==> src/hw/rtl/zpw_pkg.sv <==
`timescale 1ns / 1ps
`default_nettype none
// ----------------------------------------------------------------------------
// zpw_pkg: shared types and constants
// Command codes, register map, datapath op codes and the control/status
// bundles between the sequencer and the datapath.
// ----------------------------------------------------------------------------
package zpw_pkg;

	localparam int ZW        = 16;  // zoom width, unsigned
	localparam int PAN_W     = 16;  // pan width, signed Q2.14
	localparam int LOG_FRAC  = 12;  // fraction bits of the log result
	localparam int LIM_SHIFT = 14;  // limit is (e-b)*2^14/e
	localparam int MUL_W     = 32;  // shared multiplier operand width
	localparam int DIV_QW    = 32;  // divider numerator/quotient width
	localparam int DIV_CW    = 6;   // divider step counter
	localparam int LOG_MW    = 31;  // log mantissa, 1.30
	localparam int ADDR_W    = 5;
	localparam int DATA_W    = 32;

	localparam logic [1:0] CMD_RESET = 2'd0;
	localparam logic [1:0] CMD_ZOOM  = 2'd1;
	localparam logic [1:0] CMD_PAN   = 2'd2;

	localparam logic [2:0] REG_ZOOM_FLOOR     = 3'd0;
	localparam logic [2:0] REG_ZOOM_CEILING   = 3'd1;
	localparam logic [2:0] REG_VIDEO_WIDTH    = 3'd2;
	localparam logic [2:0] REG_VIDEO_HEIGHT   = 3'd3;
	localparam logic [2:0] REG_DISPLAY_WIDTH  = 3'd4;
	localparam logic [2:0] REG_DISPLAY_HEIGHT = 3'd5;
	localparam logic [2:0] REG_DIMS_KNOWN     = 3'd6;

	typedef enum logic [4:0] {
		OP_NONE,
		OP_CAPTURE,
		OP_RESET_VIEW,
		OP_ZOOM_STEP,
		OP_DIVX_START,
		OP_PANX,
		OP_DIVY_START,
		OP_PANY,
		OP_ZERO_PANS,
		OP_UNIT_PREP,
		OP_LIMU_ZERO,
		OP_DIV_LIM_START,
		OP_LIMU_TAKE,
		OP_MUL_VA,
		OP_MUL_DA,
		OP_SAVE_DA,
		OP_MUL_E,
		OP_MUL_B,
		OP_SAVE_B,
		OP_LIMO_ZERO,
		OP_LIMO_TAKE,
		OP_CLAMP,
		OP_LOG_INIT,
		OP_LOG_SQ,
		OP_LOG_ADJ,
		OP_EMIT
	} dp_op_t;

	typedef struct packed {
		dp_op_t op;
	} dp_cmd_t;

	typedef struct packed {
		logic [1:0] cmd;
		logic       at_floor;
		logic       dims_known;
		logic       e_le_b;
		logic       div_done;
		logic       log_last;
		logic       out_free;
	} dp_stat_t;

endpackage
`default_nettype wire

==> src/hw/rtl/zpw_in_if.sv <==
`timescale 1ns / 1ps
`default_nettype none
// ----------------------------------------------------------------------------
// zpw_in_if: command channel
// Valid/ready channel carrying one zoom/pan command.
// ----------------------------------------------------------------------------
interface zpw_in_if;
	logic               valid;
	logic               ready;
	logic [1:0]         cmd;
	logic signed [15:0] zoom_step;
	logic signed [15:0] pan_step_x;
	logic signed [15:0] pan_step_y;

	modport source (output valid, cmd, zoom_step, pan_step_x, pan_step_y, input ready);
	modport sink   (input valid, cmd, zoom_step, pan_step_x, pan_step_y, output ready);
endinterface
`default_nettype wire

==> src/hw/rtl/zpw_out_if.sv <==
`timescale 1ns / 1ps
`default_nettype none
// ----------------------------------------------------------------------------
// zpw_out_if: result channel
// Valid/ready channel carrying zoom, its log2 and both pans.
// ----------------------------------------------------------------------------
interface zpw_out_if;
	logic               valid;
	logic               ready;
	logic [15:0]        zoom_now;
	logic signed [15:0] zoom_log2;
	logic signed [15:0] pan_x_now;
	logic signed [15:0] pan_y_now;

	modport source (output valid, zoom_now, zoom_log2, pan_x_now, pan_y_now, input ready);
	modport sink   (input valid, zoom_now, zoom_log2, pan_x_now, pan_y_now, output ready);
endinterface
`default_nettype wire

==> src/hw/rtl/zoom_pan_window_limiter_core.sv <==
// A command runs from its transfer to result valid, held by output stalls: a
// reset or zoom at or below the floor zeroes the pans and goes to the log2,
// else it runs the limit divisions, the aspect products (dims known) and 12
// log2 rounds; a pan step first adds two divisions. One command in flight; the
// next is taken once the result is registered, or once an ignored one is dropped.
// Reset (arst_n low) clears zoom to 1.0, pans to 0 and registers to defaults.
`timescale 1ns / 1ps
`default_nettype none
// ----------------------------------------------------------------------------
// zoom_pan_window_limiter_core: zoom/pan window limiter
// Config registers on APB, command in, zoom/log2/pan result out.
// ----------------------------------------------------------------------------
module zoom_pan_window_limiter_core import zpw_pkg::*; #(
	parameter int ZOOM_FRAC_BITS = 12,
	parameter int DIM_BITS       = 14
) (
	input  logic              clk,
	input  logic              arst_n,
	zpw_in_if.sink            in_ch,
	zpw_out_if.source         out_ch,
	input  logic              psel,
	input  logic              penable,
	input  logic              pwrite,
	input  logic [ADDR_W-1:0] paddr,
	input  logic [DATA_W-1:0] pwdata,
	output logic [DATA_W-1:0] prdata,
	output logic              pready
);
	logic [ZW-1:0]       zoom_floor_q, zoom_ceiling_q;
	logic [DIM_BITS-1:0] video_width_q, video_height_q;
	logic [DIM_BITS-1:0] display_width_q, display_height_q;
	logic                dims_known_q;
	logic [2:0]          reg_idx;
	logic                wr_en;
	dp_cmd_t             dp_cmd;
	dp_stat_t            dp_stat;

	assign pready  = 1'b1;
	assign reg_idx = paddr[ADDR_W-1:2];
	assign wr_en   = psel && penable && pwrite;

	always_ff @(posedge clk or negedge arst_n) begin
		if (!arst_n) begin
			zoom_floor_q     <= 16'd4096;
			zoom_ceiling_q   <= 16'd16384;
			video_width_q    <= DIM_BITS'(1920);
			video_height_q   <= DIM_BITS'(1080);
			display_width_q  <= DIM_BITS'(1920);
			display_height_q <= DIM_BITS'(1080);
			dims_known_q     <= 1'b0;
		end else if (wr_en) begin
			unique case (reg_idx)
				REG_ZOOM_FLOOR:     zoom_floor_q     <= pwdata[ZW-1:0];
				REG_ZOOM_CEILING:   zoom_ceiling_q   <= pwdata[ZW-1:0];
				REG_VIDEO_WIDTH:    video_width_q    <= pwdata[DIM_BITS-1:0];
				REG_VIDEO_HEIGHT:   video_height_q   <= pwdata[DIM_BITS-1:0];
				REG_DISPLAY_WIDTH:  display_width_q  <= pwdata[DIM_BITS-1:0];
				REG_DISPLAY_HEIGHT: display_height_q <= pwdata[DIM_BITS-1:0];
				REG_DIMS_KNOWN:     dims_known_q     <= pwdata[0];
				default: ;
			endcase
		end
	end

	always_comb begin
		unique case (reg_idx)
			REG_ZOOM_FLOOR:     prdata = DATA_W'(zoom_floor_q);
			REG_ZOOM_CEILING:   prdata = DATA_W'(zoom_ceiling_q);
			REG_VIDEO_WIDTH:    prdata = DATA_W'(video_width_q);
			REG_VIDEO_HEIGHT:   prdata = DATA_W'(video_height_q);
			REG_DISPLAY_WIDTH:  prdata = DATA_W'(display_width_q);
			REG_DISPLAY_HEIGHT: prdata = DATA_W'(display_height_q);
			REG_DIMS_KNOWN:     prdata = DATA_W'(dims_known_q);
			default:            prdata = '0;
		endcase
	end

	zpw_ctrl u_ctrl (
		.clk      (clk),
		.arst_n   (arst_n),
		.in_valid (in_ch.valid),
		.in_ready (in_ch.ready),
		.stat     (dp_stat),
		.cmd      (dp_cmd)
	);

	zpw_datapath #(
		.ZOOM_FRAC_BITS (ZOOM_FRAC_BITS),
		.DIM_BITS       (DIM_BITS)
	) u_dp (
		.clk            (clk),
		.arst_n         (arst_n),
		.cmd            (dp_cmd),
		.stat           (dp_stat),
		.in_cmd         (in_ch.cmd),
		.in_zoom_step   (in_ch.zoom_step),
		.in_pan_step_x  (in_ch.pan_step_x),
		.in_pan_step_y  (in_ch.pan_step_y),
		.zoom_floor     (zoom_floor_q),
		.zoom_ceiling   (zoom_ceiling_q),
		.video_width    (video_width_q),
		.video_height   (video_height_q),
		.display_width  (display_width_q),
		.display_height (display_height_q),
		.dims_known     (dims_known_q),
		.out_valid      (out_ch.valid),
		.out_ready      (out_ch.ready),
		.out_zoom_now   (out_ch.zoom_now),
		.out_zoom_log2  (out_ch.zoom_log2),
		.out_pan_x_now  (out_ch.pan_x_now),
		.out_pan_y_now  (out_ch.pan_y_now)
	);
endmodule
`default_nettype wire

==> src/hw/rtl/zpw_div.sv <==
`timescale 1ns / 1ps
`default_nettype none
// ----------------------------------------------------------------------------
// zpw_div: bit-serial restoring divider
// One quotient bit per cycle; remainder preload lets it extend a fraction.
// ----------------------------------------------------------------------------
module zpw_div import zpw_pkg::*; #(
	parameter int DW = 44
) (
	input  logic              clk,
	input  logic              arst_n,
	input  logic              start,
	input  logic [DW-1:0]     rem_init,
	input  logic [DIV_QW-1:0] num_init,
	input  logic [DW-1:0]     divisor,
	input  logic [DIV_CW-1:0] steps,
	output logic [DIV_QW-1:0] quo,
	output logic              done
);
	logic [DW-1:0]     rem_q;
	logic [DW-1:0]     div_q;
	logic [DIV_QW-1:0] num_q;
	logic [DIV_QW-1:0] quo_q;
	logic [DIV_CW-1:0] cnt_q;
	logic              busy_q;
	logic              done_q;
	logic [DW:0]       trial;
	logic              fits;

	assign trial = {rem_q, num_q[DIV_QW-1]};
	assign fits  = trial >= {1'b0, div_q};

	always_ff @(posedge clk or negedge arst_n) begin
		if (!arst_n) begin
			busy_q <= 1'b0;
			done_q <= 1'b0;
			cnt_q  <= '0;
		end else begin
			done_q <= 1'b0;
			if (start) begin
				busy_q <= 1'b1;
				cnt_q  <= steps;
			end else if (busy_q) begin
				cnt_q <= cnt_q - 1'b1;
				if (cnt_q == DIV_CW'(1)) begin
					busy_q <= 1'b0;
					done_q <= 1'b1;
				end
			end
		end
	end

	always_ff @(posedge clk) begin
		if (start) begin
			rem_q <= rem_init;
			div_q <= divisor;
			num_q <= num_init;
			quo_q <= '0;
		end else if (busy_q) begin
			rem_q <= fits ? DW'(trial - {1'b0, div_q}) : DW'(trial);
			num_q <= {num_q[DIV_QW-2:0], 1'b0};
			quo_q <= {quo_q[DIV_QW-2:0], fits};
		end
	end

	assign quo  = quo_q;
	assign done = done_q;
endmodule
`default_nettype wire

==> src/hw/rtl/zpw_ctrl.sv <==
`timescale 1ns / 1ps
`default_nettype none
// ----------------------------------------------------------------------------
// zpw_ctrl: command sequencer
// Walks one command through update, limit, log and output steps.
// ----------------------------------------------------------------------------
module zpw_ctrl import zpw_pkg::*; (
	input  logic     clk,
	input  logic     arst_n,
	input  logic     in_valid,
	output logic     in_ready,
	input  dp_stat_t stat,
	output dp_cmd_t  cmd
);
	typedef enum logic [20:0] {
		ST_IDLE   = 21'd1 << 0,
		ST_DECODE = 21'd1 << 1,
		ST_DIVX   = 21'd1 << 2,
		ST_DIVY0  = 21'd1 << 3,
		ST_DIVY   = 21'd1 << 4,
		ST_LIM    = 21'd1 << 5,
		ST_UDIV   = 21'd1 << 6,
		ST_UWAIT  = 21'd1 << 7,
		ST_AXIS   = 21'd1 << 8,
		ST_MULDA  = 21'd1 << 9,
		ST_SAVEDA = 21'd1 << 10,
		ST_MULE   = 21'd1 << 11,
		ST_MULB   = 21'd1 << 12,
		ST_SAVEB  = 21'd1 << 13,
		ST_ODIV   = 21'd1 << 14,
		ST_OWAIT  = 21'd1 << 15,
		ST_CLAMP  = 21'd1 << 16,
		ST_LOGN   = 21'd1 << 17,
		ST_LOGSQ  = 21'd1 << 18,
		ST_LOGADJ = 21'd1 << 19,
		ST_OUT    = 21'd1 << 20
	} state_t;

	state_t state_q, state_d;

	always_ff @(posedge clk or negedge arst_n) begin
		if (!arst_n) begin
			state_q <= ST_IDLE;
		end else begin
			state_q <= state_d;
		end
	end

	always_comb begin
		state_d  = state_q;
		cmd.op   = OP_NONE;
		in_ready = 1'b0;
		unique case (state_q)
			ST_IDLE: begin
				in_ready = 1'b1;
				if (in_valid) begin
					cmd.op  = OP_CAPTURE;
					state_d = ST_DECODE;
				end
			end
			ST_DECODE: begin
				case (stat.cmd)
					CMD_RESET: begin
						cmd.op  = OP_RESET_VIEW;
						state_d = ST_LIM;
					end
					CMD_ZOOM: begin
						cmd.op  = OP_ZOOM_STEP;
						state_d = ST_LIM;
					end
					CMD_PAN: begin
						if (stat.at_floor) begin
							state_d = ST_IDLE;
						end else begin
							cmd.op  = OP_DIVX_START;
							state_d = ST_DIVX;
						end
					end
					default: state_d = ST_IDLE;
				endcase
			end
			ST_DIVX: begin
				if (stat.div_done) begin
					cmd.op  = OP_PANX;
					state_d = ST_DIVY0;
				end
			end
			ST_DIVY0: begin
				cmd.op  = OP_DIVY_START;
				state_d = ST_DIVY;
			end
			ST_DIVY: begin
				if (stat.div_done) begin
					cmd.op  = OP_PANY;
					state_d = ST_LIM;
				end
			end
			ST_LIM: begin
				if (stat.at_floor) begin
					cmd.op  = OP_ZERO_PANS;
					state_d = ST_LOGN;
				end else begin
					cmd.op  = OP_UNIT_PREP;
					state_d = ST_UDIV;
				end
			end
			ST_UDIV: begin
				if (stat.e_le_b) begin
					cmd.op  = OP_LIMU_ZERO;
					state_d = ST_AXIS;
				end else begin
					cmd.op  = OP_DIV_LIM_START;
					state_d = ST_UWAIT;
				end
			end
			ST_UWAIT: begin
				if (stat.div_done) begin
					cmd.op  = OP_LIMU_TAKE;
					state_d = ST_AXIS;
				end
			end
			ST_AXIS: begin
				if (stat.dims_known) begin
					cmd.op  = OP_MUL_VA;
					state_d = ST_MULDA;
				end else begin
					state_d = ST_CLAMP;
				end
			end
			ST_MULDA: begin
				cmd.op  = OP_MUL_DA;
				state_d = ST_SAVEDA;
			end
			ST_SAVEDA: begin
				cmd.op  = OP_SAVE_DA;
				state_d = ST_MULE;
			end
			ST_MULE: begin
				cmd.op  = OP_MUL_E;
				state_d = ST_MULB;
			end
			ST_MULB: begin
				cmd.op  = OP_MUL_B;
				state_d = ST_SAVEB;
			end
			ST_SAVEB: begin
				cmd.op  = OP_SAVE_B;
				state_d = ST_ODIV;
			end
			ST_ODIV: begin
				if (stat.e_le_b) begin
					cmd.op  = OP_LIMO_ZERO;
					state_d = ST_CLAMP;
				end else begin
					cmd.op  = OP_DIV_LIM_START;
					state_d = ST_OWAIT;
				end
			end
			ST_OWAIT: begin
				if (stat.div_done) begin
					cmd.op  = OP_LIMO_TAKE;
					state_d = ST_CLAMP;
				end
			end
			ST_CLAMP: begin
				cmd.op  = OP_CLAMP;
				state_d = ST_LOGN;
			end
			ST_LOGN: begin
				cmd.op  = OP_LOG_INIT;
				state_d = ST_LOGSQ;
			end
			ST_LOGSQ: begin
				cmd.op  = OP_LOG_SQ;
				state_d = ST_LOGADJ;
			end
			ST_LOGADJ: begin
				cmd.op  = OP_LOG_ADJ;
				state_d = stat.log_last ? ST_OUT : ST_LOGSQ;
			end
			ST_OUT: begin
				if (stat.out_free) begin
					cmd.op  = OP_EMIT;
					state_d = ST_IDLE;
				end
			end
			default: state_d = ST_IDLE;
		endcase
	end
endmodule
`default_nettype wire

==> src/hw/rtl/zpw_datapath.sv <==
`timescale 1ns / 1ps
`default_nettype none
// ----------------------------------------------------------------------------
// zpw_datapath: zoom/pan state and arithmetic
// Shared 32x32 multiplier, serial divider, log2 by repeated squaring,
// and the output register.
// ----------------------------------------------------------------------------
module zpw_datapath import zpw_pkg::*; #(
	parameter int ZOOM_FRAC_BITS = 12,
	parameter int DIM_BITS       = 14
) (
	input  logic                clk,
	input  logic                arst_n,
	input  dp_cmd_t             cmd,
	output dp_stat_t            stat,
	input  logic [1:0]          in_cmd,
	input  logic signed [15:0]  in_zoom_step,
	input  logic signed [15:0]  in_pan_step_x,
	input  logic signed [15:0]  in_pan_step_y,
	input  logic [ZW-1:0]       zoom_floor,
	input  logic [ZW-1:0]       zoom_ceiling,
	input  logic [DIM_BITS-1:0] video_width,
	input  logic [DIM_BITS-1:0] video_height,
	input  logic [DIM_BITS-1:0] display_width,
	input  logic [DIM_BITS-1:0] display_height,
	input  logic                dims_known,
	output logic                out_valid,
	input  logic                out_ready,
	output logic [ZW-1:0]       out_zoom_now,
	output logic signed [15:0]  out_zoom_log2,
	output logic signed [15:0]  out_pan_x_now,
	output logic signed [15:0]  out_pan_y_now
);
	localparam int PW = 2 * DIM_BITS;
	localparam int EW = ZW + PW;
	localparam logic [ZW-1:0] UNIT =
		((1 << ZOOM_FRAC_BITS) > 65535) ? 16'hFFFF : ZW'(1 << ZOOM_FRAC_BITS);

	// captured command
	logic [1:0]         cmd_q;
	logic signed [15:0] zstep_q, psx_q, psy_q;

	// view state
	logic [ZW-1:0]          zoom_q;
	logic signed [PAN_W-1:0] pan_x_q, pan_y_q;

	// limit path
	logic [PW-1:0]        va_q, da_q;
	logic [EW-1:0]        e_q, b_q;
	logic [LIM_SHIFT-1:0] lim_u_q, lim_o_q;
	logic [2*MUL_W-1:0]   prod_q;
	logic [MUL_W-1:0]     mul_a, mul_b;
	logic                 x_fill;

	// log path
	logic [LOG_MW-1:0]   m_q;
	logic [LOG_FRAC-1:0] frac_q;
	logic [3:0]          lexp_q, lcnt_q, ltop;
	logic                zzero_q;
	logic [MUL_W-1:0]    sq_t;

	// divider hookup
	logic              div_start, div_done;
	logic [EW-1:0]     div_rem, div_dvs;
	logic [DIV_QW-1:0] div_num, div_quo;
	logic [DIV_CW-1:0] div_steps;
	logic [15:0]       mag_x, mag_y;

	// zoom step
	logic signed [17:0] zsum, zlo, zclamp;

	// output register
	logic                out_valid_q;
	logic [ZW-1:0]       out_zoom_q;
	logic signed [15:0]  out_log_q, out_px_q, out_py_q;
	logic signed [6:0]   lexp_s;
	logic signed [18:0]  lval;
	logic signed [15:0]  log_res;
	logic [LIM_SHIFT-1:0] mx_lim, my_lim;

	function automatic logic signed [15:0] pan_add(logic signed [15:0] pan, logic neg,
			logic [DIV_QW-1:0] q);
		logic signed [33:0] d;
		logic signed [33:0] s;
		d = neg ? -$signed({2'b00, q}) : $signed({2'b00, q});
		s = 34'(pan) + d;
		if (s > 34'sd32767) begin
			return 16'sh7FFF;
		end else if (s < -34'sd32768) begin
			return 16'sh8000;
		end
		return 16'(s);
	endfunction

	function automatic logic signed [15:0] clamp_sym(logic signed [15:0] p,
			logic [LIM_SHIFT-1:0] lim);
		logic signed [15:0] m;
		m = $signed({2'b00, lim});
		if (p > m) begin
			return m;
		end else if (p < -m) begin
			return -m;
		end
		return p;
	endfunction

	assign x_fill = va_q >= da_q;
	assign mag_x  = psx_q[15] ? 16'(-$signed({psx_q[15], psx_q})) : 16'(psx_q);
	assign mag_y  = psy_q[15] ? 16'(-$signed({psy_q[15], psy_q})) : 16'(psy_q);

	// multiplier operand select
	always_comb begin
		mul_a = '0;
		mul_b = '0;
		case (cmd.op)
			OP_MUL_VA: begin
				mul_a = MUL_W'(video_width);
				mul_b = MUL_W'(display_height);
			end
			OP_MUL_DA: begin
				mul_a = MUL_W'(display_width);
				mul_b = MUL_W'(video_height);
			end
			OP_MUL_E: begin
				mul_a = MUL_W'(zoom_q);
				mul_b = x_fill ? MUL_W'(da_q) : MUL_W'(va_q);
			end
			OP_MUL_B: begin
				mul_a = MUL_W'(UNIT);
				mul_b = x_fill ? MUL_W'(va_q) : MUL_W'(da_q);
			end
			OP_LOG_SQ: begin
				mul_a = MUL_W'(m_q);
				mul_b = MUL_W'(m_q);
			end
			default: ;
		endcase
	end

	// divider operand select
	always_comb begin
		div_start = 1'b0;
		div_rem   = '0;
		div_num   = '0;
		div_dvs   = EW'(zoom_q);
		div_steps = DIV_CW'(DIV_QW);
		case (cmd.op)
			OP_DIVX_START: begin
				div_start = 1'b1;
				div_num   = DIV_QW'(mag_x) << ZOOM_FRAC_BITS;
			end
			OP_DIVY_START: begin
				div_start = 1'b1;
				div_num   = DIV_QW'(mag_y) << ZOOM_FRAC_BITS;
			end
			OP_DIV_LIM_START: begin
				div_start = 1'b1;
				div_rem   = e_q - b_q;
				div_dvs   = e_q;
				div_steps = DIV_CW'(LIM_SHIFT);
			end
			default: ;
		endcase
	end

	zpw_div #(.DW(EW)) u_div (
		.clk      (clk),
		.arst_n   (arst_n),
		.start    (div_start),
		.rem_init (div_rem),
		.num_init (div_num),
		.divisor  (div_dvs),
		.steps    (div_steps),
		.quo      (div_quo),
		.done     (div_done)
	);

	// zoom step: floor first, then ceiling
	always_comb begin
		zsum   = $signed({2'b00, zoom_q}) + 18'(zstep_q);
		zlo    = (zsum < $signed({2'b00, zoom_floor})) ? $signed({2'b00, zoom_floor}) : zsum;
		zclamp = (zlo > $signed({2'b00, zoom_ceiling})) ? $signed({2'b00, zoom_ceiling}) : zlo;
	end

	always_comb begin
		ltop = '0;
		for (int i = 0; i < ZW; i++) begin
			if (zoom_q[i]) begin
				ltop = 4'(i);
			end
		end
	end

	assign sq_t = prod_q[2*LOG_MW-1:LOG_MW-1];

	always_comb begin
		if (!dims_known || x_fill) begin
			mx_lim = lim_u_q;
		end else begin
			mx_lim = lim_o_q;
		end
		if (dims_known && x_fill) begin
			my_lim = lim_o_q;
		end else begin
			my_lim = lim_u_q;
		end
	end

	// log2 = (e - frac bits) * 4096 + fraction, saturated
	always_comb begin
		lexp_s = $signed({3'b000, lexp_q}) - 7'(ZOOM_FRAC_BITS);
		lval   = $signed({lexp_s, 12'b0}) + $signed({7'b0, frac_q});
		if (zzero_q || lval < -19'sd32768) begin
			log_res = 16'sh8000;
		end else if (lval > 19'sd32767) begin
			log_res = 16'sh7FFF;
		end else begin
			log_res = 16'(lval);
		end
	end

	always_ff @(posedge clk or negedge arst_n) begin
		if (!arst_n) begin
			zoom_q      <= UNIT;
			pan_x_q     <= '0;
			pan_y_q     <= '0;
			lcnt_q      <= '0;
			out_valid_q <= 1'b0;
		end else begin
			if (out_ready) begin
				out_valid_q <= 1'b0;
			end
			case (cmd.op)
				OP_RESET_VIEW: begin
					zoom_q  <= UNIT;
					pan_x_q <= '0;
					pan_y_q <= '0;
				end
				OP_ZOOM_STEP: zoom_q <= ZW'(zclamp);
				OP_PANX: pan_x_q <= pan_add(pan_x_q, psx_q[15], div_quo);
				OP_PANY: pan_y_q <= pan_add(pan_y_q, psy_q[15], div_quo);
				OP_ZERO_PANS: begin
					pan_x_q <= '0;
					pan_y_q <= '0;
				end
				OP_CLAMP: begin
					pan_x_q <= clamp_sym(pan_x_q, mx_lim);
					pan_y_q <= clamp_sym(pan_y_q, my_lim);
				end
				OP_LOG_INIT: lcnt_q <= '0;
				OP_LOG_ADJ: lcnt_q <= lcnt_q + 1'b1;
				OP_EMIT: out_valid_q <= 1'b1;
				default: ;
			endcase
		end
	end

	always_ff @(posedge clk) begin
		case (cmd.op)
			OP_CAPTURE: begin
				cmd_q   <= in_cmd;
				zstep_q <= in_zoom_step;
				psx_q   <= in_pan_step_x;
				psy_q   <= in_pan_step_y;
			end
			OP_UNIT_PREP: begin
				e_q <= EW'(zoom_q);
				b_q <= EW'(UNIT);
			end
			OP_LIMU_ZERO: lim_u_q <= '0;
			OP_LIMU_TAKE: lim_u_q <= div_quo[LIM_SHIFT-1:0];
			OP_LIMO_ZERO: lim_o_q <= '0;
			OP_LIMO_TAKE: lim_o_q <= div_quo[LIM_SHIFT-1:0];
			OP_MUL_VA: prod_q <= mul_a * mul_b;
			OP_MUL_DA: begin
				va_q   <= prod_q[PW-1:0];
				prod_q <= mul_a * mul_b;
			end
			OP_SAVE_DA: da_q <= prod_q[PW-1:0];
			OP_MUL_E: prod_q <= mul_a * mul_b;
			OP_MUL_B: begin
				e_q    <= prod_q[EW-1:0];
				prod_q <= mul_a * mul_b;
			end
			OP_SAVE_B: b_q <= prod_q[EW-1:0];
			OP_LOG_INIT: begin
				zzero_q <= zoom_q == '0;
				lexp_q  <= ltop;
				m_q     <= LOG_MW'(zoom_q) << (5'd30 - 5'(ltop));
				frac_q  <= '0;
			end
			OP_LOG_SQ: prod_q <= mul_a * mul_b;
			OP_LOG_ADJ: begin
				frac_q <= {frac_q[LOG_FRAC-2:0], sq_t[MUL_W-1]};
				m_q    <= sq_t[MUL_W-1] ? sq_t[MUL_W-1:1] : sq_t[LOG_MW-1:0];
			end
			OP_EMIT: begin
				out_zoom_q <= zoom_q;
				out_log_q  <= log_res;
				out_px_q   <= pan_x_q;
				out_py_q   <= pan_y_q;
			end
			default: ;
		endcase
	end

	assign stat.cmd        = cmd_q;
	assign stat.at_floor   = zoom_q <= zoom_floor;
	assign stat.dims_known = dims_known;
	assign stat.e_le_b     = e_q <= b_q;
	assign stat.div_done   = div_done;
	assign stat.log_last   = lcnt_q == 4'(LOG_FRAC - 1);
	assign stat.out_free   = !out_valid_q || out_ready;

	assign out_valid     = out_valid_q;
	assign out_zoom_now  = out_zoom_q;
	assign out_zoom_log2 = out_log_q;
	assign out_pan_x_now = out_px_q;
	assign out_pan_y_now = out_py_q;
endmodule
`default_nettype wire

==> src/flat_wrapper.sv <==
// flat-port wrapper written by rule: the top's interface ports become plain ports
module zoom_pan_window_limiter_core_flat import zpw_pkg::*;
#(
	parameter int ZOOM_FRAC_BITS = 12,
	parameter int DIM_BITS       = 14
)
  (clk, arst_n, psel, penable, pwrite, paddr, pwdata, prdata, pready, in_ch_valid, in_ch_cmd, in_ch_zoom_step, in_ch_pan_step_x, in_ch_pan_step_y, in_ch_ready, out_ch_valid, out_ch_zoom_now, out_ch_zoom_log2, out_ch_pan_x_now, out_ch_pan_y_now, out_ch_ready);
  zpw_in_if in_ch_i ();
  zpw_out_if out_ch_i ();
  input  logic clk;
  input  logic arst_n;
  input  logic psel;
  input  logic penable;
  input  logic pwrite;
  input  logic [ADDR_W-1:0] paddr;
  input  logic [DATA_W-1:0] pwdata;
  output logic [DATA_W-1:0] prdata;
  output logic pready;
  input wire logic [$bits(in_ch_i.valid)-1:0] in_ch_valid;
  input wire logic [$bits(in_ch_i.cmd)-1:0] in_ch_cmd;
  input wire logic [$bits(in_ch_i.zoom_step)-1:0] in_ch_zoom_step;
  input wire logic [$bits(in_ch_i.pan_step_x)-1:0] in_ch_pan_step_x;
  input wire logic [$bits(in_ch_i.pan_step_y)-1:0] in_ch_pan_step_y;
  output wire logic [$bits(in_ch_i.ready)-1:0] in_ch_ready;
  output wire logic [$bits(out_ch_i.valid)-1:0] out_ch_valid;
  output wire logic [$bits(out_ch_i.zoom_now)-1:0] out_ch_zoom_now;
  output wire logic [$bits(out_ch_i.zoom_log2)-1:0] out_ch_zoom_log2;
  output wire logic [$bits(out_ch_i.pan_x_now)-1:0] out_ch_pan_x_now;
  output wire logic [$bits(out_ch_i.pan_y_now)-1:0] out_ch_pan_y_now;
  input wire logic [$bits(out_ch_i.ready)-1:0] out_ch_ready;
  assign in_ch_i.valid = in_ch_valid;
  assign in_ch_i.cmd = in_ch_cmd;
  assign in_ch_i.zoom_step = in_ch_zoom_step;
  assign in_ch_i.pan_step_x = in_ch_pan_step_x;
  assign in_ch_i.pan_step_y = in_ch_pan_step_y;
  assign in_ch_ready = in_ch_i.ready;
  assign out_ch_valid = out_ch_i.valid;
  assign out_ch_zoom_now = out_ch_i.zoom_now;
  assign out_ch_zoom_log2 = out_ch_i.zoom_log2;
  assign out_ch_pan_x_now = out_ch_i.pan_x_now;
  assign out_ch_pan_y_now = out_ch_i.pan_y_now;
  assign out_ch_i.ready = out_ch_ready;
  zoom_pan_window_limiter_core #(.ZOOM_FRAC_BITS(ZOOM_FRAC_BITS), .DIM_BITS(DIM_BITS)) u_core (.clk(clk), .arst_n(arst_n), .in_ch(in_ch_i), .out_ch(out_ch_i), .psel(psel), .penable(penable), .pwrite(pwrite), .paddr(paddr), .pwdata(pwdata), .prdata(prdata), .pready(pready));
endmodule
==> config.mk <==
export PLATFORM = sky130hd
export DESIGN_NAME = zoom_pan_window_limiter_core_flat
export DESIGN_NICKNAME = d
export VERILOG_FILES = /design/src/hw/rtl/zpw_pkg.sv /design/src/hw/rtl/zpw_in_if.sv /design/src/hw/rtl/zpw_out_if.sv /design/src/hw/rtl/zoom_pan_window_limiter_core.sv /design/src/hw/rtl/zpw_div.sv /design/src/hw/rtl/zpw_ctrl.sv /design/src/hw/rtl/zpw_datapath.sv /design/src/flat_wrapper.sv
export SDC_FILE = /design/constraint.sdc
export NUM_CORES = 2
export LEC_CHECK = 0
export BUFFER_PORTS_ARGS = -buffer_cell sky130_fd_sc_hd__buf_2
export CORE_UTILIZATION = 50
export DETAILED_ROUTE_END_ITERATION = 7
export GPL_TIMING_DRIVEN = 0
export PLACE_DENSITY = 0.66
export SETUP_SLACK_MARGIN = 0.3
export SYNTH_ARGS = -nofsm -noshare
export SYNTH_HDL_FRONTEND = slang
export SYNTH_SLANG_ARGS = --single-unit
==> constraint.sdc <==
create_clock -name clk -period 21.8 [get_ports clk]
set_clock_uncertainty 0.15 [all_clocks]
set_input_delay 0 -clock clk [delete_from_list [all_inputs] [get_ports clk]]
set_output_delay 0 -clock clk [all_outputs]
set_load 0.01 [all_outputs]
* Yosys cells after proc, flatten, opt, wreduce, memory -nomap -nowiden *
Index checks and enable logic that the tools add are counted.

word-level totals
  register bits after elaboration = 719

operators by class
  $lt $le $gt $ge = 16
  reductions and logical operators = 35
  shift-type cells = 1
  mux-type cells = 112
  equal/unequal tests = 64
  add/sub/neg operators = 15
  $mul = 1

operators by type and width
  operator                                                      count
  case mux 21 bit (21 select lines)                             1
  case mux 31 bit (5 select lines)                              2
  two-way mux 16 bit                                            17
  two-way mux 44 bit                                            4
  case mux 44 bit (2 select lines)                              2
  two-way mux 21 bit                                            7
  case mux 16 bit (7 select lines)                              1
  case mux 5 bit (21 select lines)                              1
  case mux 16 bit (3 select lines)                              2
  subtractor 44 bit                                             2
  adder 16 x 34 -> 34 bit                                       2
  > comparator 34 x 16 -> 1 bit, second input constant          2
  less-than comparator 34 x 16 -> 1 bit, second input constant  2
  two-way mux 34 bit                                            2
  two-way mux 32 bit                                            2
  two-way mux 4 bit                                             16
  multiplier 31 x 31 -> 62 bit                                  1
  case mux 31 bit (2 select lines)                              1
  two-way mux 28 bit                                            2
  case mux 14 bit (2 select lines)                              2
  case mux 28 bit (2 select lines)                              1
  equality test 5 bit, second input constant                    10
  >= comparator 45 x 44 -> 1 bit                                1
  less-or-equal comparator 44 bit                               1
  79 further kinds                                              160

* Depth between registers and ports, before layout *
  depth in word-level cells = 18
  mapped depth = 44
  gate-level depth less buffers = 41

* Cells and area by module *
A second synthesis with hierarchy kept.

second synthesis, totals
  cells, all modules = 8210
  area total of the unflattened synthesis = 77419.3 µm²

by module, submodules not included
  module                        cells an instance  instances  area each (µm²)  seq. area each (µm²)
  zpw_datapath                  6807               1          62342.3          13218.9
  zpw_div                       898                1          9088.7           4444.3
  zoom_pan_window_limiter_core  329                1          4366.7           2249.7
  zpw_ctrl                      176                1          1621.6           526.8

* Least setup slack after synthesis *
OpenSTA, ideal clock, no wires.

  kind = register to register
  start point = reg u_core.u_dp.va_q[11]
  end point = reg u_core.u_dp.prod_q[58] (data pin)
  clock period less this slack = 10131 ps
  arrival = 9722 ps
  setup time = 259 ps
  setup slack = 11669 ps
  stages on the path, launching flop included = 39
  path buffers = 3
  cells stage by stage = edfxtp_1 > ha_1 > a211o_1 > a211o_1 > a41oi_1 > o22ai_1 > mux2_2 > buf_2 > nand2_1 > nand2_1 > a21oi_1 > clkbuf_1 > clkbuf_1 > nor2_1 > fa_1 > fa_1 > fa_1 > inv_1 > (+3 left out) > fa_1 > fa_1 > inv_1 > fa_1 > inv_1 > ha_1 > a21oi_1 > nor2_1 > o31a_1 > a311o_1 > o21ai_0 > o22ai_1 > a21oi_1 > a21oi_1 > o211a_1 > a211o_1 > a21oi_1 > xnor2_1

on the way
  cells in the longest elaborated chain, start to end = 4

ends and longest elaborated chain
  element                                       RTL line                                  text
  start: declaration                            zpw_datapath.sv:48                        logic [PW-1:0] va_q, da_q;
  start signal: assignment                      zpw_datapath.sv:276                       va_q <= prod_q[PW-1:0];
  >= comparator 28 bit                          zpw_datapath.sv:107                       assign x_fill = va_q >= da_q;
  two-way mux 28 bit, on equally long branches  zpw_datapath.sv:130, zpw_datapath.sv:126
  case mux 31 bit (5 select lines) *            zpw_datapath.sv:115                       case (cmd.op)
  multiplier 31 x 31 -> 62 bit *                --
  end signal: assignment                        zpw_datapath.sv:274                       OP_MUL_VA: prod_q <= mul_a * mul_b;
  end signal: assignment                        zpw_datapath.sv:277                       prod_q <= mul_a * mul_b;
  end signal: assignment                        zpw_datapath.sv:280                       OP_MUL_E: prod_q <= mul_a * mul_b;
  end: declaration                              zpw_datapath.sv:51                        logic [2*MUL_W-1:0] prod_q;

Mark *: on every way between the ends. The rest lies on a longest branch, timed or not.
A chain may end at the register's enable or synchronous reset.

* Worst setup path in the final report *
  start point = reg u_core.u_ctrl.state_q[20]
  end point = reg u_core.u_dp.prod_q[60] (data pin)

on the way
  cells in the longest elaborated chain, start to end = 5

ends and longest elaborated chain
  element                                                                     RTL line                                  text
  start: declaration                                                          zpw_ctrl.sv:39                            state_t state_q, state_d;
  start signal: assignment                                                    zpw_ctrl.sv:45                            state_q <= state_d;
  equality test 21 bit, or another cell as far along                          zpw_ctrl.sv:53                            unique case (state_q)
  case mux 5 bit (21 select lines) *                                          zpw_ctrl.sv:53
  equality test 5 bit / equality test 5 x 4 -> 1 bit (equally long branches)  zpw_datapath.sv:115, zpw_datapath.sv:259
  case mux 31 bit (5 select lines)                                            zpw_datapath.sv:115
  multiplier 31 x 31 -> 62 bit *                                              --

Marks and branches as above.

==> summary.txt <==
STA
  • Worst slew margin: -4.55%
  • Final Hold Viols: 0
  • Setup_tns: 0 ps
  • Fin. max-slew vios: 8
  • Worst slew pin tran: roughly 1600 ps
  • Fin crit share: about two thirds
  • Unrepaired setup endpoints after global routing: false
  • Highest clock rate: ~67 MHz
  • Fin Hold WS: 73.9 ps
  • Final setup vio count: 0
  • Final worst slack: between 6000 and 7000 ps
  • Post-layout min period: 14960 ps

Logic synthesis
  • Post-synth ARST share: between 20% and 30%
  • Top FF cell, synth: edfxtp_1
  • Synth Area in XOR/XNOR: under 10%
  • Yosys top cell area share: between 20% and 30%
  • Synthesized area: roughly 0.076 mm²
  • Simple-gate area share of the yosys netlist: 14.4%
  • Register area share after synthesis: about a quarter
  • Largest family of logic cells by synthesized area: adder cells
  • Post-synth top cells: 1291 x inv_1, 926 x nand2_1, 839 x fa_1, 643 x nor2_1, 566 x ha_1
  • Adder-cell share of the synthesized area: 31.3%
  • Area fraction in compound gates after synthesis: 11.1%
  • Synth area leaders: fa_1 22%, edfxtp_1 20%, ha_1 9.3%, inv_1 6.4%, dfrtp_1 5.0%
  • Synthesized area per cell: about 9.4 µm²
  • Post-synth cell types: about 110
  • Post-synth EDFFs: 504
  • YS warnings: 0
  • Post-synthesis mux area share: ~4.4%
  • Synth Instances: ~8100
  • Cell taking the most area after synthesis: fa_1
  • Yosys reg bits: ~700
  • Most frequent cell after synthesis: inv_1

Power
  • Max IR drop VDD: ~0.000090 V
  • Pint: approximately 4200 µW
  • PD cells: 88.8 mW/mm²
  • Sequential share of power: about a quarter
  • Sw Share: between 40% and 50%
  • Psw: about 3200 µW
  • Static leakage: roughly 0.040 µW
  • Part of the power in combinational logic: 52.8%
  • Clock power frac: between 20% and 30%

Floorplan
  • Die Y: approximately 390 µm
  • Starting Density: a little over 50%
  • Core box area: 0.150 mm²
  • IO Pins: between 150 and 200
  • Width of the die: around 400 µm
  • Rows: 142
  • Die ar.: approximately 0.15 mm²

Global route
  • GR Util met1: between 40 and 50%
  • Top Usage Layer GRT: met2
  • Grt ovf: 0
  • Grt met3 use: 7.72%
  • Met2 GRT Util: about 56%
  • Initial antenna violation count: 32
  • First-pass GRT wire length: ~400 mm
  • Vias in the first global route: approximately 63000
  • Tot GR Track Use: between 30% and 40%
  • Pin count of the biggest net entering global routing: 115

Finish
  • Nets: 10000
  • Proportion of layout cells with a drive suffix above 1: approximately 7.4%
  • Post-Layout Cell Count: between 10000 and 15000
  • Layout area overhead: 10.5%
  • Post-route cell area: around 0.084 mm²

CTS
  • Clk root buf: clkbuf_16
  • CTS Buf Count: a little over 80
  • Max Buffers Root-to-Sink: 3
  • Post-CTS Repair Setup Buffers: 0
  • H-tree Lvls: 3
  • Worst-skew pair later-pin latency: between 700 and 800 ps
  • CTS tree: yes
  • # clock sinks: roughly 710
  • Worst-path clk slew: 70 ps

Critical path
  • Worst stage delay on the critical path: 960 ps
  • WP data required: roughly 22000 ps
  • Critical path's slowest cell: clkbuf_1
  • Worst-path fanout max: 10
  • Startpoint Class: flop
  • Critical Path AT: around 15000 ps
  • Worst setup EP type: flop
  • Most common cell on crit path: fa_1
  • Kind of critical path: reg2reg

Min path
  • Worst hold path type: in2reg

Place
  • Dpl hpwl: around 220 mm
  • Setup slack at placement: approximately 7300 ps
  • Port buffer count: about 150
  • Post-place instance area: about 0.08 mm²
  • GPL Wtd Cong: ~1.1
  • Placed insts: 10300

Route
  • Pre-Repair DR Iteration Count: 6
  • Starting DRT DRC Count: just over 6000
  • Via-to-Cell Ratio: 5.87
  • Detail Route Antenna Nets: 0
  • Via Count: 62300
  • DRC errors left: 0
  • Wire per inst: between 20 and 30 µm
  • Final WL: 270 mm

Flow run
  • Maxcap violations: 0

Status
  • Status: finished, violations left
  • Failing checks: slew limit
[per-stage QoR]
step | util (%) | total power, µW
finish | 55.9 | 7480
global route | 55.9 | 7930
CTS | 55.9 | 7410
detailed placement | 53.1 | 5840
global placement | 52.9 | 5790
floorplan | - | 4800
[state kept, by name, summed over array words and instances, names as in the netlist, 20 cells and up]
name / flops
u_core.u_dp.b_q: 44
u_core.u_ctrl.state_q: 21
u_core.u_dp.da_q: 28
u_core.u_dp.va_q: 28
u_core.u_dp.e_q: 44
u_core.u_dp.u_div.div_q: 44
u_core.u_dp.prod_q: 62
u_core.u_dp.u_div.rem_q: 44
u_core.u_dp.m_q: 31
u_core.u_dp.u_div.num_q: 20
u_core.u_dp.u_div.quo: 32
[cell type report]
class / count / area, µm²
fillers: 13600 / 66300
multi-input cells: 5740 / 49800
flip-flops and latches: 707 / 20100
inverters: 1294 / 4860
well taps: 2016 / 2520
repair buffers: 300 / 2310
clock buffers: 106 / 2280
plain buffers: 383 / 1610
clock inverters: 46 / 694
diodes: 16 / 40.0
[cells in the final DEF (no fill, tap or decap), types with 176 or more instances in the layout]
cell      netlist  routed
clkbuf_1      281     295
xnor2_1       232     232
ha_1          566     566
a21oi_1       308     308
nor2_1        643     642
inv_1        1291    1288
buf_2          63     216
mux2i_1       176     176
fa_1          839     839
o21ai_0       276     273
edfxtp_1      504     504
nand2_1       926     924
[kinds of logic (layout without fill, tap and decap cells)]
group | Yosys count | after routing
flip-flops | 707 | 707
XOR/XNOR | 344 | 344
other | 2 | 33
multiplexers | 309 | 309
AO/OA/AOI/OAI | 1284 | 1284
adder cells (fa/ha/maj) | 1405 | 1405
AND/OR/NAND/NOR | 2381 | 2381
buffers and inverters | 1677 | 2129
[final timing paths]
| kind | slack [ps] | startpoint | cells past startpoint | endpoint |
|---|---|---|---|---|
| max in group asynchronous | 20480 | arst_n | 4 | u_core.u_ctrl.state_q[12]$_DFFE_PN0P_ |
| worst min register to register | 360 | u_core.u_dp.prod_q[4]$_DFFE_PP_ | 0 | u_core.u_dp.da_q[4]$_DFFE_PN_ |
| worst max-delay path | 6840 | u_core.u_ctrl.state_q[20]$_DFFE_PN0P_ | 37 | u_core.u_dp.prod_q[60]$_DFFE_PP_ |
| min in group asynchronous | 340 | arst_n | 3 | u_core.video_width_q[7]$_DFFE_PN1P_ |
| worst max register to register | 6840 | u_core.u_ctrl.state_q[20]$_DFFE_PN0P_ | 37 | u_core.u_dp.prod_q[60]$_DFFE_PP_ |
| worst min-delay path | 70 | pwdata[10] | 4 | u_core.zoom_ceiling_q[10]$_DFFE_PN0P_ |
[metal layers]
metal | up-vias | wire length [µm]
li1 | 27600 | -
met1 | 30700 | 103000
met2 | 3051 | 121000
met3 | 870 | 25100
met4 | 20 | 20100
met5 | - | 130
[critical path, delay by kind of cell (launching register included)]
kind            cells  cell delay (ps)
buf+inv             9             2920
fa+ha+maj           9             4170
simple gates       11             3460
flops               1              440
compound gates      8             3490
[power groups by stage]
stage	Sequential (µW)	Combinational, µW	Clock (µW)
after floorplan	1910	2890	0
after global placement	2020	3770	0
after detailed placement	2010	3830	0
after CTS	1990	3880	1550
after global routing	2010	4330	1590
final	2000	3950	1530
[what timing repair did]
item | CTS | global route
hold endpoints to repair | 338 | 0
gates resized for setup | 0 | 0
hold buffers | 131 | 0
Power figures use the tool's default switching activity.
